File: config.mk
export PLATFORM = sky130hd
export DESIGN_NAME = pdo_out_buf
export DESIGN_NICKNAME = d
export VERILOG_FILES = /design/src/hdl/pdo_out_buf.sv
export SDC_FILE = /design/constraint.sdc
export NUM_CORES = 1
export LEC_CHECK = 0
export ABC_AREA = 1
export BUFFER_PORTS_ARGS = -buffer_cell sky130_fd_sc_hd__buf_2
export CAP_MARGIN = 10
export CORE_UTILIZATION = 45
export DETAILED_ROUTE_END_ITERATION = 10
export PLACE_DENSITY = 0.7
export SYNTH_ARGS = -nofsm -noshare
export SYNTH_HDL_FRONTEND = slang
export SYNTH_SLANG_ARGS = --single-unit
File: constraint.sdc
create_clock -name clk_i -period 9.96 [get_ports clk_i]
set_clock_uncertainty 0.1 [all_clocks]
set_input_delay 1.992 -clock clk_i [delete_from_list [all_inputs] [get_ports clk_i]]
set_output_delay 1.992 -clock clk_i [all_outputs]
set_load 0.02 [all_outputs]
File: src/hdl/pdo_out_buf.sv
// Output register with skid entry; frees the pipeline from the sink's tready.
// Standalone, no package use.
`default_nettype none

module pdo_out_buf #(
  parameter int unsigned W = 104
) (
  input  logic         clk_i,
  input  logic         rst_ni,
  output logic         en_o,
  input  logic         valid_i,
  input  logic [W-1:0] data_i,
  output logic         m_axis_tvalid,
  input  logic         m_axis_tready,
  output logic [W-1:0] m_axis_tdata
);

  logic         out_valid_q;
  logic [W-1:0] out_data_q;
  logic         skid_valid_q;
  logic [W-1:0] skid_data_q;
  logic         hold;

  assign en_o          = !skid_valid_q;
  assign hold          = out_valid_q && !m_axis_tready;
  assign m_axis_tvalid = out_valid_q;
  assign m_axis_tdata  = out_data_q;

  always_ff @(posedge clk_i or negedge rst_ni) begin
    if (!rst_ni) begin
      out_valid_q  <= 1'b0;
      skid_valid_q <= 1'b0;
    end else if (hold) begin
      if (!skid_valid_q && valid_i) begin
        skid_valid_q <= 1'b1;
      end
    end else if (skid_valid_q) begin
      out_valid_q  <= 1'b1;
      skid_valid_q <= 1'b0;
    end else begin
      out_valid_q <= valid_i;
    end
  end

  always_ff @(posedge clk_i) begin
    if (hold) begin
      if (!skid_valid_q && valid_i) begin
        skid_data_q <= data_i;
      end
    end else if (skid_valid_q) begin
      out_data_q <= skid_data_q;
    end else begin
      out_data_q <= data_i;
    end
  end

endmodule

`default_nettype wire

* After elaboration in Yosys (flattened, before gate mapping)
Index checks and enable logic that the tools add are counted.
** Word-level totals
- RAM bits :: 0
- Bits in latches :: 0
- Memories :: 0
- Output and inout bits :: 106
- Register bits :: 210
- Input bits :: 108
- Bits in read-only memories :: 0
- Word-level logic and storage cells :: 14
** Operators by class
- Equal/unequal tests :: 1
- $add $sub $neg :: 0
- Magnitude comparators :: 0
- Bitwise gates (word level) :: 0
- Shift-type cells :: 0
- Multipliers :: 0
- Mux-type cells :: 4
- Reduce and logical (&&, ||, !) cells :: 5
- Div/mod/pow operators :: 0
** Operators by type and width (number)
- $mux 104 :: 1
- $mux 1 :: 3
- $logic_and 1x1->1 :: 2
- $logic_not 1->1 :: 2
- $ne 2x1->1 const B :: 1
- $reduce_and 2->1 :: 1

* Logic depth before layout (Yosys ltp)
- Depth after elaboration :: 4
- Gate-level depth with buffers :: 6
- Gate-level depth less buffers :: 3

* Worst setup path before layout
No wires, ideal clock.
- Kind :: input-to-reg
- From :: input port m_axis_tready
- To :: register skid_data_q[0], enable pin
- Slack :: 257 ps
- Arrival :: 9033 ps
- Cell stages on the path :: 3
- Path buffers :: 0
- Required time :: 9290 ps
- Setup time :: 570 ps
- Cell sequence :: inv_1 > nand2_1 > nor2_1
** Between the ends
- Longest elaborated chain between the ends :: 3
** RTL lines
- start: declaration :: RTL line 14 : input logic m_axis_tready,
- $logic_not 1->1 :: RTL line 25 : assign hold = out_valid_q && !m_axis_tready;
- $logic_and 1x1->1 :: RTL line 25
- $reduce_and 2->1 (no line)
- end signal: assignment :: RTL line 48 : skid_data_q <= data_i;
- end: declaration :: RTL line 21 : logic [W-1:0] skid_data_q;
Every way passes these cells.
A chain may end at the register's enable or synchronous reset.

* Final worst setup path
- From :: input port m_axis_tready
- To :: register skid_data_q[81], enable pin
Same word-level chain as after synthesis.

==> flow_summary.json <==
{
  "combPwrFrac_pct": 10.5,
  "numCtsBuffers": 22,
  "postCtsHoldBufs": 0,
  "antenna_found_initial": 1,
  "fp.coreArea_mm2": 0.0166,
  "crit_path_max_fanout": 67,
  "start_util_pct": 46.2,
  "p_int_mw": 1.59,
  "syn_inst": 553,
  "boundaryPins": 214,
  "fin_cells": 1005,
  "io_buffers": 213,
  "period_needed_ns": 4.29,
  "hold_path.class": "reg2reg",
  "slew_viol_final": 0,
  "htree_num_levels": 1,
  "setup_tns_ns": 0,
  "syn-num-nets": 661,
  "rsz0062_at_grt": "no",
  "grt.busiest_layer": "met1",
  "final-setup-viol-count": 0,
  "critical_path_class": "in2reg",
  "postPlaceCellArea_mm2": 0.00889,
  "clkLatencyLatePin_ns": 0.49,
  "power_mw": 2.06,
  "cts_setup_buffers": 0,
  "ctsResizeCount": 0,
  "fin_hold_ws_ns": 0.413,
  "grt_pass1_vias": 4536,
  "vdd_ir_drop_max_uv": 136,
  "use_met2_pct": 25.1,
  "drive_above_1_share_pct": 31.5,
  "synth_area_leader_cell": "edfxtp_1",
  "max-slew-margin-rel_pct": 28.0,
  "use_met3_pct": 5.79,
  "die_y_um": 133,
  "std_cell_rows": 47,
  "leakagePower_nw": 4.15,
  "cap_viol_max_count": 0,
  "clock_power_share_pct": 37.5,
  "synth_cell_types": 9,
  "finalHoldViolCount": 0,
  "cp_cell_sequence": "buf_2, inv_1, nand2_4, nor2_4, buf_4",
  "critPathTopFamily": "simple AND/OR/NAND/NOR gates",
  "status": "completed",
  "slowest_delay_ns": 0.92,
  "dpl.cell_count": 967,
  "fin_crit_sh_pct": 43.1,
  "cts_root_buffer": "clkbuf_16",
  "ys.warnings.count": 0,
  "drc": 0,
  "drt_iter0_drc": 323,
  "place_congestion": 0.823,
  "dp.final_hpwl_um": 9920,
  "sw_frac_of_total_pct": 23.1,
  "dieArea_mm2": 0.0176,
  "routedWlPerCell_um": 15.3,
  "layout.nets": 879,
  "path_buf_inv": 3,
  "yosys-top-cells-area": "edfxtp_1 82%, nand2_1 15%, buf_6 0.73%",
  "tightestPinTransition_ns": 1.08,
  "dp_slack_ns": 5.08,
  "path_clk_slew_ns": 0.06,
  "grtUsageMet1_pct": 25.6,
  "grt_pass1_wl_um": 24100,
  "avgSynthCellArea_um2": 13.9,
  "vias": 4735,
  "ys_seq_area_share_pct": 82.2,
  "ys_ff_latch": 210,
  "synthToLayoutAreaGrowth_pct": 24.9,
  "cts_tree": "done",
  "syn_area_mm2": 0.00766,
  "seqPwrFrac_pct": 52.0,
  "drt_first_pass_iters": 4,
  "crit_path_end_kind": "flop",
  "postRouteWirelength_um": 15400,
  "track_usage_pct": 17.6,
  "cts.sink_count": 210,
  "cp-start-kind": "input pin",
  "fmax_ghz": 0.233,
  "grt-ovfl-total": 0,
  "postLayoutSetupSlackWorst_ns": 5.67,
  "clockBufferDepth": 3,
  "cpMaxStageDelayCell": "nor2_4",
  "design_area_mm2": 0.00957,
  "cp.required_ns": 9.97,
  "final_util_pct": 57.7,
  "die_x_um": 133,
  "grt_max_degree": 106,
  "postRouteAntennaNets": 0,
  "powerDensity_mw_per_mm2": 215,
  "yosysTopAreaCellShare_pct": 81.5,
  "viasPerCell": 4.71,
  "p_sw_mw": 0.476,
  "critical_path_arrival_ns": 4.31
}
state kept, by name (all words and copies together), names as in the netlist:
register,count
m_axis_tdata,104
skid_data_q,104
skid_valid_q,1
m_axis_tvalid,1
worst min-delay path: cells and delay by family (launching register included):
| family | cells | cell delay (ns) |
|---|---|---|
| DFF | 1 | 0.32 |
| and+or+nand+nor | 2 | 0.10 |
layout make-up:
class | instances | area, µm²
antenna | 2 | 5.00
clock buffer | 28 | 594
clock inverter | 8 | 83.8
fill | 1395 | 7010
inverter | 2 | 10.0
multi-input combinational | 318 | 1210
sequential | 210 | 6300
tap | 220 | 275
timing repair buffer | 217 | 1100
synth_stat cells:
cell type	n
buf_4	7
dfrtp_1	2
nand2_1	315
inv_1	1
buf_2	11
inv_4	1
edfxtp_1	208
nor2_1	3
buf_6	5
placed cells by master, fill, tap and decap left out, drive strengths merged:
cell,instances
nor2,3
nand2,315
inv,2
buf,217
diode,2
dfrtp,2
clkinv,6
edfxtp,208
clkbuf,28
bufinv,2
power groups by stage:
stage / registers (mW) / clock network (mW) / logic, mW
CTS: 1.07 / 0.789 / 0.221
floorplan: 1.15 / 0 / 0.0720
detailed placement: 1.09 / 0 / 0.220
global route: 1.08 / 0.825 / 0.238
global placement: 1.09 / 0 / 0.215
finish: 1.07 / 0.774 / 0.217
final timing paths:
path                                   from  slack (ns)           endpoint  cells after the start
max reg2reg                    skid_valid_q        6.86    skid_data_q[81]                      4
min in group asynchronous            rst_ni        1.19       skid_valid_q                      1
max                           m_axis_tready        5.67    skid_data_q[81]                      5
max in group asynchronous            rst_ni        8.45       skid_valid_q                      1
min                        skid_data_q[103]        0.41  m_axis_tdata[103]                      2
min reg2reg                skid_data_q[103]        0.41  m_axis_tdata[103]                      2
routing by layer:
layer	part of all wire, %	wire length [µm]
met1	44	6730
met4	2.0	306
met3	11	1760
met5	0	0
met2	43	6580
cell families (layout without fill, tap and decap cells):
logic type	count (synthesis)	in the layout	share of synthesized area, %
buffers and inverters	25	255	2.27
flip-flops	210	210	82.2
AND/OR/NAND/NOR	318	318	15.6
other	0	2	0
Note: power is estimated with default switching activity, not from simulation.
