## src/hdl/pdo_sqrt_cell.sv

```systemverilog
// One cell of the square-root chain: resolves one root bit per beat.
// Carries operand, partial remainder, partial root and side data to the next cell.
`default_nettype none

module pdo_sqrt_cell #(
  parameter int unsigned ROOT_W = 33,
  parameter int unsigned PASS_W = 68
) (
  input  logic                clk_i,
  input  logic                rst_ni,
  input  logic                en_i,
  input  logic                valid_i,
  input  logic [2*ROOT_W-1:0] op_i,
  input  logic [ROOT_W+1:0]   rem_i,
  input  logic [ROOT_W-1:0]   root_i,
  input  logic [PASS_W-1:0]   pass_i,
  output logic                valid_o,
  output logic [2*ROOT_W-1:0] op_o,
  output logic [ROOT_W+1:0]   rem_o,
  output logic [ROOT_W-1:0]   root_o,
  output logic [PASS_W-1:0]   pass_o
);

  localparam int unsigned OP_W  = 2 * ROOT_W;
  localparam int unsigned REM_W = ROOT_W + 2;

  logic [REM_W-1:0]  rem_sh;
  logic [REM_W-1:0]  trial;
  logic              take;
  logic [REM_W-1:0]  rem_d;
  logic [ROOT_W-1:0] root_d;

  assign rem_sh = {rem_i[REM_W-3:0], op_i[OP_W-1:OP_W-2]};
  assign trial  = {root_i, 2'b01};
  assign take   = (rem_sh >= trial);
  assign rem_d  = take ? (rem_sh - trial) : rem_sh;
  assign root_d = {root_i[ROOT_W-2:0], take};

  always_ff @(posedge clk_i or negedge rst_ni) begin
    if (!rst_ni) begin
      valid_o <= 1'b0;
    end else if (en_i) begin
      valid_o <= valid_i;
    end
  end

  always_ff @(posedge clk_i) begin
    if (en_i) begin
      op_o   <= {op_i[OP_W-3:0], 2'b00};
      rem_o  <= rem_d;
      root_o <= root_d;
      pass_o <= pass_i;
    end
  end

endmodule

`default_nettype wire

```

## config.mk

```make
export PLATFORM = sky130hd
export DESIGN_NAME = pdo_sqrt_cell
export DESIGN_NICKNAME = d
export VERILOG_FILES = /design/src/hdl/pdo_sqrt_cell.sv
export SDC_FILE = /design/constraint.sdc
export NUM_CORES = 1
export LEC_CHECK = 0
export BUFFER_PORTS_ARGS = -buffer_cell sky130_fd_sc_hd__buf_4
export CAP_MARGIN = 20
export CORE_AREA = 3 3 156 158
export DETAILED_ROUTE_END_ITERATION = 10
export DIE_AREA = 0 0 159 161
export PLACE_DENSITY = 0.72
export SLEW_MARGIN = 0
export SYNTH_ARGS = -nofsm -noshare
export SYNTH_HDL_FRONTEND = slang
export SYNTH_SLANG_ARGS = --single-unit
```

## constraint.sdc

```tcl
create_clock -name clk_i -period 1.7 [get_ports clk_i]
set_clock_uncertainty 0.1 [all_clocks]
set_input_delay 0.255 -clock clk_i [delete_from_list [all_inputs] [get_ports clk_i]]
set_output_delay 0.255 -clock clk_i [all_outputs]
set_load 0.03 [all_outputs]
```

# After elaboration in Yosys (flattened, before gate mapping)
# Index checks and enable logic that the tools add are counted.
# op_classes
n_addsub,1
n_lt_le_gt_ge,1
mux,1
# ops
cell,n
$ge A35 B35 Y1,1
$mux W35,1
$sub A35 B35 Y35,1
# word_totals
regBits,201
inputBits,206
wordCells,8

# Depth between registers and ports, before layout
# depth
ltp_word,2
depth_mapped,13
depth_no_buf,11

# Worst setup path before layout
# OpenSTA, ideal clock, no wires.
# synth_path
kind,input -> register
startpoint,input root_i[17]
endpoint,register rem_o[34] (data pin)
arrival_ns,2.249
t_required_ns,1.342
path_slack_ns,-0.907
stages,11
cell_sequence,inv_1 -> ha_1 -> buf_2 -> a21oi_1 -> o21ai_1 -> a2111oi_2 -> nor3_1 -> o31a_1 -> a311o_1 -> xnor2_1 -> a21oi_1
# synth_via
elab_chain_cells,2
elab_cells_between_ends,3
cone_classes,1 x add/sub; 1 x order compare; 1 x mux
# synth_rtl
element,line_no,rtl
start: declaration,15,"input logic [ROOT_W-1:0] root_i,"
$sub A35 B35 Y35 or $ge A35 B35 Y1 (tied branches),"36, 35",
$mux W35 *,36,assign rem_d = take ? (rem_sh - trial) : rem_sh;
net rem_d[34],30,logic [REM_W-1:0] rem_d;
end signal: assignment,50,rem_o <= rem_d;
end: declaration,19,"output logic [ROOT_W+1:0] rem_o,"
# Mark *: on every way through the listed nets, which the timed path passes. The rest lies on a longest branch.
# A chain may end at the register's enable or synchronous reset.

# Worst setup path in the final report
# layout_path
startpoint,input root_i[5]
endpoint,register rem_o[34] (data pin)
# Same word-level chain as after synthesis.

==> results.py <==
metrics = {
    "floorplan": {
        "fp.dieW_um": 159,
        "die-area_mm2": 0.0256,
        "core_area_mm2": 0.0233,
        "rows": 56,
        "floorplan.io_pins": 409,
        "die_h_um": 161,
        "initial_core_util_pct": 36.8,
    },
    "clocking": {
        "cts_max_path_buffers": 3,
        "path_clk_slew_ps": 60,
        "cts_made_buffers": 22,
        "cts_tree": "built",
        "cts_max_level": 1,
        "cts.sinks": 201,
        "cts-root-buf": "clkbuf_16",
        "clkLatencyLatePin_ps": 500,
    },
    "final_layout": {
        "fin_util_pct": 73.4,
        "diodes": 0,
        "final_nets": 1604,
        "drive_gt1_share_pct": 55.5,
        "synthToLayoutAreaGrowth_pct": 99.5,
        "final_common_cell": "buf_4",
        "most-common-layout-cells": "526 x buf_4, 200 x edfxtp_1, 186 x dlygate4sd3_1",
    },
    "synth": {
        "synth_edf_count": 200,
        "async_flop_share_pct": 0.498,
        "yosysTopAreaCell": "edfxtp_1",
        "synthFlopType": "edfxtp_1",
        "ys_seq_area_share_pct": 70.4,
        "synthCells": 597,
        "synth_top_cell_area_share_pct": 70.2,
        "ys_warn_count": 0,
        "synth_cell_types": 58,
        "yosys_register_bits": 201,
        "avgSynthCellArea_um2": 14.3,
        "synth_area_mm2": 0.00856,
        "yosys-top-cells-area": "edfxtp_1 70%, ha_1 5.1%, a21oi_1 3.2%",
    },
    "timing": {
        "worst_slew_pin_slew_ps": 534,
        "drv_slew": 0,
        "holdWs_ps": 13.5,
        "setup_violations": 36,
        "min_period_ps": 2220,
        "tns_ps": -14740,
        "clock.fmax_mhz": 450,
        "slew_headroom_pct": 64.1,
        "grt_setup_unrepaired": "true",
        "worst_slack_ps": -521,
        "fin_crit_sh_pct": 131,
        "hold_violations": 0,
    },
    "critical_path": {
        "crit_slowest_cell": "a2111oi_4",
        "timing.rr.start": "valid_o",
        "cp.required_ps": 1860,
        "reg2reg_depth": 1,
        "timing.rr.end": "valid_o",
        "crit_path_cell_trace": "buf_4, inv_1, ha_4, a21oi_2, and2_4, a211o_1, a2111oi_4, o31a_1, a311o_1, xnor2_1, a21oi_1",
        "rrSetupSlack_ps": 830,
        "worst_ep_arrival_time_ps": 2380,
        "end_kind": "flop",
        "path_max_fanout": 5,
        "startpoint_type": "primary input",
        "path_class": "primary input to flop",
        "cp_slowest_stage_delay_ps": 400,
    },
    "route": {
        "drt-total-wl_mm": 36.6,
        "num_vias": 8456,
        "ant_nets": 0,
        "wl_per_cell_um": 21.6,
        "drcViolationCount": 0,
        "drtIter0Drc": 533,
        "avgViaCountPerCell": 4.99,
        "firstDrtPassIters": 5,
    },
    "pwr": {
        "pwr_density_cell_mw_per_mm2": 915,
        "ir_worst_vdd_v": 0.000852,
        "power.total_w": 0.0156,
        "leakage_nw": 7.29,
    },
    "grt": {
        "grt_first_pass_wirelength_mm": 52.2,
        "grt_usage_pct": 26.1,
        "globalRouteOverflowTotal": 0,
        "grt_pass1_vias": 8727,
        "grt_max_degree": 37,
        "antenna_found_initial": 0,
    },
    "flow_run": {
        "max-cap-violations": 0,
    },
    "place": {
        "dp_hpwl_mm": 22.4,
        "io_buffers": 404,
        "gp_congestion": 0.846,
        "place_ws_ps": -1000,
    },
    "hold_path": {
        "holdPathStages": 3,
        "min_to": "rem_o[24]",
        "hp-class": "primary input to flop",
        "min_from": "rem_i[22]",
    },
    "outcome": {
        "status": "complete, but fails checks",
        "violations": "negative setup slack",
    },
}
[per-layer routing]
layer / vias up / GRT usage, % / wire [µm]
met1: 4202 / 30.3 / 13600
li1: 3787 / - / -
met4: 0 / 8.36 / 1280
met2: 392 / 48.3 / 19400
met3: 75 / 5.44 / 2380
met5: - / 0 / 0
[stage by stage]
stage / instance area (µm²) / instances
2_1_floorplan: 9050 / 598
5_1_grt: 17100 / 1694
4_1_cts: 16600 / 1670
3_3_place_gp: 13300 / 1427
3_5_place_dp: 13300 / 1427
6_report: 17100 / 1694
[synth_stat cells (3+ instances only)]
cell type and count:
a211o_1 3, a21boi_0 5, a21o_1 16, a21oi_1 54, a31oi_1 4, and2_1 3
and3_1 4, buf_2 7, buf_4 4, edfxtp_1 200, ha_1 35, inv_1 44
nand2_1 36, nand2b_1 4, nand3_1 10, nand4_1 9, nor2_1 33, nor3_1 9
nor4_1 3, o211ai_1 4, o21a_1 7, o21ai_0 23, o21ai_1 3, o21bai_1 6
o31ai_1 4, xnor2_1 17, xor2_1 10
[worst max path at each step]
stage / slack (ps) / endpoint / cells past startpoint / from
4_1_cts: -390 / rem_o[34] / 10 / rem_i[1]
3_3_place_gp: -970 / rem_o[34] / 11 / root_i[2]
5_1_grt: -580 / rem_o[34] / 11 / root_i[5]
2_1_floorplan: -700 / rem_o[34] / 11 / root_i[18]
6_report: -520 / rem_o[34] / 11 / root_i[5]
3_5_place_dp: -1000 / rem_o[34] / 11 / root_i[3]
[registers in the layout, indices dropped and copies added (netlist names)]
signal   cells
op_o        64
rem_o       35
root_o      33
pass_o      68
valid_o      1
[logic make-up (layout without fill, tap and decap cells)]
| logic type | count (synthesis) | count (layout) | share of synthesized area (%) |
|---|---|---|---|
| AOI/OAI and AO/OA | 146 | 146 | 11.0 |
| DFF | 201 | 201 | 70.4 |
| adders and majority gates | 35 | 35 | 5.12 |
| xor gates and xnor gates | 27 | 27 | 2.76 |
| buffers and inverters | 60 | 837 | 3.13 |
| muxes | 2 | 2 | 0.263 |
| other | 1 | 2 | 0.0438 |
| and+or+nand+nor | 125 | 125 | 7.19 |
[repair_timing]
item | 4_1_cts | 5_1_grt
hold buffers | 186 | 0
hold endpoints to repair | 185 | 0
gates cloned | 5 | 4
pin swaps | 43 | 35
buffers inserted | 18 | 24
resized for setup | 118 | 71
endpoints found under the setup margin | 36 | 36
[cell type report]
type	count	area (µm²)
clock buffer	25	562
inverter	44	220
timing repair buffer	757	6550
sequential	201	6030
clock inverter	11	116
tap	319	399
fill	1398	6180
multi-input combinational	337	3200
[worst max-delay path, delay by kind of cell]
family	cells	cell delay, ps
AOI/OAI and AO/OA	6	1380
and+or+nand+nor	1	160
buffers and inverters	2	150
adders and majority gates	1	300
xor gates and xnor gates	1	120
[report_power, final]
part,leakage (nW),internal (W),switching [W]
clock,0.326,0.00267,0.00196
combinational,4.99,0.00230,0.00256
sequential,1.97,0.00598,0.000166
total,7.29,0.0109,0.00468
Power figures use the tool's default switching activity.
