--- src/hdl/pdo_pkg.sv ---
// Shared constants for the periodic distance and offset core.
// Register indexes and boundary mode codes; no dependencies.
`default_nettype none

package pdo_pkg;

  localparam int unsigned CFG_IDX_BITS = 2;

  localparam logic [CFG_IDX_BITS-1:0] REG_MODE   = 2'd0;
  localparam logic [CFG_IDX_BITS-1:0] REG_SIDE_X = 2'd1;
  localparam logic [CFG_IDX_BITS-1:0] REG_SIDE_Y = 2'd2;

  localparam logic MODE_EDGE  = 1'b0;
  localparam logic MODE_TORUS = 1'b1;

endpackage

`default_nettype wire

--- src/hdl/pdo_axis.sv ---
// One axis of the front end: minimum-image span and wrapped offset.
// Combinational; uses the mode codes of pdo_pkg.
`default_nettype none

module pdo_axis #(
  parameter int unsigned COORD_BITS = 32
) (
  input  logic                  mode_i,
  input  logic [COORD_BITS-1:0] side_i,
  input  logic [COORD_BITS-1:0] p1_i,
  input  logic [COORD_BITS-1:0] p2_i,
  output logic [COORD_BITS-1:0] span_o,
  output logic [COORD_BITS+1:0] ofs_o
);

  logic                  wrap;
  logic [COORD_BITS-1:0] diff;
  logic [COORD_BITS:0]   s_pos;
  logic [COORD_BITS:0]   s_neg;
  logic                  shift_dn;
  logic                  shift_up;

  assign wrap  = (mode_i == pdo_pkg::MODE_TORUS);
  assign diff  = (p1_i > p2_i) ? (p1_i - p2_i) : (p2_i - p1_i);
  assign s_pos = {1'b0, p2_i} - {1'b0, p1_i};
  assign s_neg = {1'b0, p1_i} - {1'b0, p2_i};

  assign shift_dn = wrap && ($signed({s_pos, 1'b0}) > $signed({2'b00, side_i}));
  assign shift_up = wrap && ($signed({s_neg, 1'b0}) > $signed({2'b00, side_i}));

  always_comb begin
    if (wrap && ({diff, 1'b0} > {1'b0, side_i})) begin
      span_o = (side_i >= diff) ? (side_i - diff) : (diff - side_i);
    end else begin
      span_o = diff;
    end
  end

  always_comb begin
    priority if (shift_dn) begin
      ofs_o = {2'b00, p2_i} - {2'b00, side_i};
    end else if (shift_up) begin
      ofs_o = {2'b00, p2_i} + {2'b00, side_i};
    end else begin
      ofs_o = {2'b00, p2_i};
    end
  end

endmodule

`default_nettype wire

--- config.mk ---
export PLATFORM = sky130hd
export DESIGN_NAME = pdo_axis
export DESIGN_NICKNAME = d
export VERILOG_FILES = /design/src/hdl/pdo_pkg.sv /design/src/hdl/pdo_axis.sv
export SDC_FILE = /design/constraint.sdc
export NUM_CORES = 1
export LEC_CHECK = 0
export ABC_CLOCK_PERIOD_IN_PS = 25900
export BUFFER_PORTS_ARGS = -buffer_cell sky130_fd_sc_hd__buf_2
export CAP_MARGIN = 20
export CORE_AREA = 2 2 143 180
export DETAILED_ROUTE_END_ITERATION = 6
export DIE_AREA = 0 0 145 182
export MAX_ROUTING_LAYER = met4
export PLACE_DENSITY_LB_ADDON = 0.1
export SLEW_MARGIN = 25
export SYNTH_ARGS = -nofsm -noshare
export SYNTH_HDL_FRONTEND = slang
export SYNTH_SLANG_ARGS = --single-unit
--- constraint.sdc ---
create_clock -name vclk -period 25.9
set_clock_uncertainty 0.15 [all_clocks]
set_input_delay 5.18 -clock vclk [all_inputs]
set_output_delay 5.18 -clock vclk [all_outputs]
set_load 0.005 [all_outputs]
Word level (Yosys, flattened, before mapping)
Index checks and enable logic that the tools add are counted.
- add/subtract/negate cells: 8
- order comparisons: 5
- multiplexer cells: 5
- reductions and logical operators: 3
- operator list (kind ; number):
    $sub 32x32->32 ; 4
    $sub 32x32->33 ; 3
    $mux 32 ; 3
    $gt 34x33->1 ; 2
    $mux 34 ; 1
    $add 32x32->33 ; 1
    $gt 33x32->1 ; 1
    $mux 33 ; 1
    $ge 32x32->1 ; 1
    $gt 32x32->1 ; 1
    $logic_and 1x1->1 ; 3
- logic and storage cells: 21
- output and inout port bits: 66
- bits of input ports: 97
- flip-flop bits (word level): 0

Depth between registers and ports, before layout
Gate-level depths: netlist of the first run.
- word-level depth: 5
- gate-level depth with buffers: 29
- gate-level depth less buffers: 27

Worst setup path after synthesis of the first run
Ideal clock, no wire load.
- path kind: input-to-output
- from: in p1_i[2]
- to: out span_o[28]
- cell stages on the path: 29
- data arrival time: 10.760 ns
- buffers on the path: 5
- setup slack: 9.810 ns
- data required time: 20.570 ns
- cells stage by stage: inv_1 > ha_1 > buf_2 > a211oi_2 > o21ai_1 > o22ai_2 > o21ai_2 > a211oi_4 > a21oi_4 > a221o_1 > a31oi_2 > buf_4 > buf_4 > mux2i_1 > inv_1 > ha_1 > clkbuf_1 > a21o_1 > a21o_1 > a21oi_1 > o21ai_0 > a221oi_2 > buf_4 > mux2i_1 > o31ai_1 > a21bo_2 > or4b_1 > nand4_1 > mux2i_1
- longest elaborated chain between the ends: 5
- elaborated cells between the ends (all ways): 11
- classes of those cells: add/sub (4); order compare (3); mux (3); reduce/logical (1)
- ends and longest elaborated chain (element ; RTL line ; source):
    start: declaration ; pdo_axis.sv:10 ; input logic [COORD_BITS-1:0] p1_i,
    $sub 32x32->32 or $gt 32x32->1 (tied branches) ; pdo_axis.sv:24 ; assign diff = (p1_i > p2_i) ? (p1_i - p2_i) : (p2_i - p1_i);
    $mux 32 (*) ; pdo_axis.sv:24 ;
    $sub 32x32->32 (tied with other cells) ; pdo_axis.sv:33 ; span_o = (side_i >= diff) ? (side_i - diff) : (diff - side_i);
    $mux 32 or $logic_and 1x1->1 (tied branches) ; pdo_axis.sv:33, pdo_axis.sv:32 ;
    $mux 32 (*) ; pdo_axis.sv:32 ; if (wrap && ({diff, 1'b0} > {1'b0, side_i})) begin
    end: declaration ; pdo_axis.sv:12 ; output logic [COORD_BITS-1:0] span_o,
Mark *: on every way between the ends. The rest lies on a longest branch, timed or not.

Worst setup path after layout of the first run
Ends and elaborated chain as after synthesis.

==> results of run 1 <==
## per-stage QoR
| step | hold slack, ps | cells | worst slack [ps] | util [%] | total power (uW) |
|---|---|---|---|---|---|
| floorplan | 10270 | 1932 | 9810 | - | 500 |
| global placement | 10550 | 2343 | 7610 | 57.8 | 693 |
| detailed placement | 10550 | 2343 | 7580 | 57.8 | 695 |
| CTS | 10560 | 2343 | 7560 | 57.8 | 699 |
| global route | 10570 | 2346 | 7090 | 57.8 | 781 |
| finish | 10560 | 2346 | 7350 | 57.8 | 713 |
## worst max-delay path, cell delays in order
cell and delay [ps]:
buf_2 90, inv_1 40, ha_1 420, nand4_1 300, o21bai_1 170, o22ai_2 210, o21ai_2 150, a211oi_4 440
a21oi_4 160, a221o_1 430, a31oi_4 180, buf_4 430, mux2_2 440, ha_1 400, a211oi_1 250, o21ai_0 210
a211oi_1 400, o21bai_1 230, a221oi_4 880, buf_4 470, mux2_2 420, o31ai_1 450, a21bo_2 240, or4b_1 100
nand4_1 170, mux2i_1 180, buf_2 130
## cell usage after synthesis (22+ instances only)
library cell / count
nand3_1: 24
inv_1: 196
nand2b_1: 22
nor3_1: 41
mux2i_1: 69
a21oi_1: 215
nor2b_1: 29
nand4_1: 43
o21ai_0: 97
nand2_1: 129
xor2_1: 28
clkbuf_1: 64
a21o_1: 96
nor2_1: 135
xnor2_1: 65
o21bai_1: 45
ha_1: 283
## worst paths after layout
path | endpoint | startpoint | depth (start not counted)
setup / recovery | span_o[28] | p1_i[2] | 27
hold / removal | span_o[31] | mode_i | 3
## report_power, final
group | internal (uW) | switching, uW | total, uW
clock | 0.0000155 | 0 | 0.0000155
sequential | 0 | 0 | 0
combinational | 284 | 429 | 713
total | 284 | 429 | 713
## metal layers
| layer | vias up | GRT usage [%] |
|---|---|---|
| met5 | - | - |
| li1 | 7198 | - |
| met1 | 7053 | 48.8 |
| met2 | 641 | 57.1 |
| met3 | 108 | 1.73 |
| met4 | 0 | 13.1 |
## cell type report
class	count	share of cell area (%)
antenna	3	0.0524
inverter	196	5.13
multi-input combinational	1641	85.8
tap	335	2.92
timing repair buffer	171	6.11
## cell families (layout without fill, tap and decap cells)
logic type / Yosys count / after routing / synth area share, %
simple gates: 506 / 506 / 18.5
compound gates: 674 / 674 / 33.6
other cells: 0 / 3 / 0
mux: 79 / 79 / 5.98
xor+xnor: 93 / 93 / 6.06
buf+inv: 291 / 367 / 8.60
fa+ha+maj: 289 / 289 / 27.3
==> flow_summary.yaml, run 1 <==
worst_setup_path:
  worstSetupPathType: "input port to primary output"
  worst_setup_path_end_kind: "primary output"
  crit_fanout: 30
  cp.required_ps: 20570
  worstPathArrival_ps: 13220
  critical_path.startpoint_type: "input port"
synth:
  synthCells: 1932
  ys_types: 85
  synth_seq_area_share_pct: 0
  netlist.area_leader.share_pct: 26.4
  syn_area_um2: 13400
  yosys_warnings: 0
  synth_top_cell_by_area: "ha_1"
  synth_area_leaders: "ha_1 (26%), a21oi_1 (8.0%), inv_1 (5.5%), a21o_1 (5.4%), mux2i_1 (5.1%)"
  avgSynthCellArea_um2: 6.95
  synthesis.nets: 2318
timing:
  drv_slew: 0
  hold_viol: 0
  tns_ps: 0
  grt_setup_unrepaired: "no"
  setup_viol: 0
  post-route-period-util_pct: 71.6
  worstMarginPinSlew_ps: 1020
  max_slew_margin_pct: 31.7
  min_period_ps: 18550
  fmax_mhz: 53.9
placement:
  place.gp.congestion: 1.01
  post_dp_cell_area_um2: 14300
  io_buffers: 163
  dpl.hpwl_um: 41400
final_layout:
  design_area_um2: 14300
  final_cell_mix: "ha_1 (283), a21oi_1 (215), inv_1 (196)"
  seq_area_um2: 0
  final_common_cell: "ha_1"
  drive_gt1_share_pct: 10.8
  multiInputGateArea_um2: 12300
  fin_nets: 2396
  clockBufferCount: 0
  design.seq.count: 0
  fillerInstances: 2448
  syn2layout_area_growth_pct: 6.75
detailed_routing:
  drc_errors: 0
  dr.pass1.iters: 5
  highest_layer: "met4"
  routed-wl-met3_um: 3130
  drtAntennaViolNets: 0
  dr_total_vias: 15000
  initialDrtViolationCount: 1112
  finalWirelength_um: 48500
  wl_met1_um: 22100
  routed_wire_length_per_instance_um: 20.7
  route.met2.wl_um: 21200
  routed_via_density: 6.39
clock_tree:
  ctsHoldBuffers: 0
  cts_setup_buffers: 0
  ctsResizeCount: 0
pwr:
  ir_worst_vdd_v: 0.0000227
  p_per_area_nw_per_um2: 49.7
  p_leak_uw: 0.00747
die:
  rows: 65
  start_util_pct: 54.1
  dieWidth_um: 145
  pin_count: 163
  core-area_um2: 24800
  dieArea_um2: 26400
  die_y_um: 182
status:
  status: "completed"
grt:
  grt_pass1_vias: 14300
  globalRouteOverflowTotal: 0
  grt_pass1_wl_um: 75400
  antenna_found_initial: 3
  grt_start_max_net_pins: 46
  gr-usage-all-layers_pct: 36.1
hold_path:
  hold_path_class: "input port to primary output"
run:
  drv_cap: 0
(Power assumes the default switching activity.)
==> run 2: changes to the inputs <==
- ABC_CLOCK_PERIOD_IN_PS: 25900 -> 16400
- clock period: 25.9 -> 16.4 ns (I/O delays scaled with it)
==> run 2 against run 1 <==
Net effect: core utilization did not move; sequential share of layout area did not move; hold slack got worse by 3800 ps; combinational power rose by 57%; flip-flop and latch count did not move; highest routed layer unchanged; count of clock-buffer cells in the layout did not move; critical endpoint unchanged; global-route usage fell by 0.40 points; die area did not move.
==> flow_summary.yaml, run 2 (synthesis gave the netlist of run 1 again) <==
detailed_routing:
  dr.pass1.iters: 5
  initialDrtViolationCount: 1002
  routed_via_density: 6.38
  routed_wire_length_per_instance_um: 20.7
  drc_errors: 0
  finalWirelength_um: 48600
  dr_total_vias: 15000
  drtAntennaViolNets: 0
clock_tree:
  ctsHoldBuffers: 0
  cts_setup_buffers: 0
  ctsResizeCount: 0
timing:
  drv_slew: 0
  worstMarginPinSlew_ps: 943
  grt_setup_unrepaired: "no"
  hold_viol: 0
  setup_viol: 0
  min_period_ps: 14430
  max_slew_margin_pct: 36.3
  post-route-period-util_pct: 88.0
  tns_ps: 0
  fmax_mhz: 69.3
die:
  core-area_um2: 24800
  dieWidth_um: 145
  start_util_pct: 54.1
  rows: 65
  pin_count: 163
  dieArea_um2: 26400
  die_y_um: 182
status:
  status: "completed"
worst_setup_path:
  cp.required_ps: 12970
  worst_setup_path_end_kind: "primary output"
  worstSetupPathType: "input port to primary output"
  crit_fanout: 38
  critical_path.startpoint_type: "input port"
  worstPathArrival_ps: 11000
placement:
  place.gp.congestion: 1.05
  dpl.hpwl_um: 41500
  io_buffers: 163
final_layout:
  final_cell_mix: "ha_1 (283), a21oi_1 (215), inv_1 (196)"
  final_common_cell: "ha_1"
  design.seq.count: 0
  antenna_cells: 0
  fillerInstances: 2567
  seq_area_um2: 0
  drive_gt1_share_pct: 10.9
  clockBufferCount: 0
  syn2layout_area_growth_pct: 6.75
  fin_nets: 2397
run:
  drv_cap: 0
grt:
  antenna_found_initial: 0
  globalRouteOverflowTotal: 0
  grt_pass1_wl_um: 74600
  grt_start_max_net_pins: 46
  gr-usage-all-layers_pct: 35.6
  grt_pass1_vias: 14100
pwr:
  p_per_area_nw_per_um2: 78.4
  ir_worst_vdd_v: 0.0000362
  p_total_uw: 1120
  p_leak_uw: 0.00748
hold_path:
  hold_path_class: "input port to primary output"
[run 2: cell types whose count changed in the layout (fill, tap and decap cells not counted), sizes merged]
| cell | before | now |
|---|---|---|
| diode | 3 | 0 |
| buf | 171 | 172 |
[run 2: layout make-up]
class,instances,area [um^2],share of cell area (%)
Multi-Input combinational cell,1641,12300,85.8
Tap cell,335,419,2.92
Timing Repair Buffer,172,883,6.16
Inverter,196,736,5.13
[run 2: metrics by stage]
| stage | cell area (um^2) | setup WS (ps) | utilization (%) | hold WS, ps | cells |
|---|---|---|---|---|---|
| after detailed placement | 14300 | 2060 | 57.8 | 6740 | 2344 |
| after floorplan | 13400 | 4110 | - | 6470 | 1932 |
| after global routing | 14300 | 1510 | 57.8 | 6760 | 2344 |
| after CTS | 14300 | 2040 | 57.8 | 6740 | 2344 |
| after global placement | 14300 | 2170 | 57.8 | 6740 | 2344 |
| final | 14300 | 1970 | 57.8 | 6750 | 2344 |
[run 2: power by group]
| group | switching (uW) | internal (uW) | total (uW) |
|---|---|---|---|
| logic | 676 | 448 | 1120 |
| clock network | 0 | 0 | 0 |
| registers | 0 | 0 | 0 |
| total | 676 | 448 | 1120 |
[run 2: final timing paths]
path | startpoint | to | slack [ps] | cells after the start
setup / recovery | p1_i[2] | span_o[28] | 1970 | 27
hold / removal | mode_i | span_o[31] | 6750 | 3
[run 2: worst max-delay path, stage by stage]
cell and delay, ps:
buf_2 90, inv_1 40, ha_1 410, nand4_1 300, o21bai_1 150, o22ai_2 190, o21ai_2 150, a211oi_4 420
a21oi_4 150, a221o_1 430, a31oi_4 710, buf_4 280, mux2_2 380, ha_1 400, a211oi_1 270, o21ai_0 200
a211oi_1 350, o21bai_1 210, a221oi_4 580, buf_4 540, o211ai_1 150, o21ai_0 120, a21bo_2 260, or4b_1 470
nand4_1 170, mux2i_1 100, buf_2 150
[run 2: per-layer routing]
metal	GRT usage, %	vias up	part of all wire, %	routed length (um)
li1	-	7202	-	-
met3	0.905	110	5.4	2640
met4	12.2	0	4.0	1920
met1	48.2	7097	46	22500
met2	57.4	545	44	21600
met5	-	-	0	0
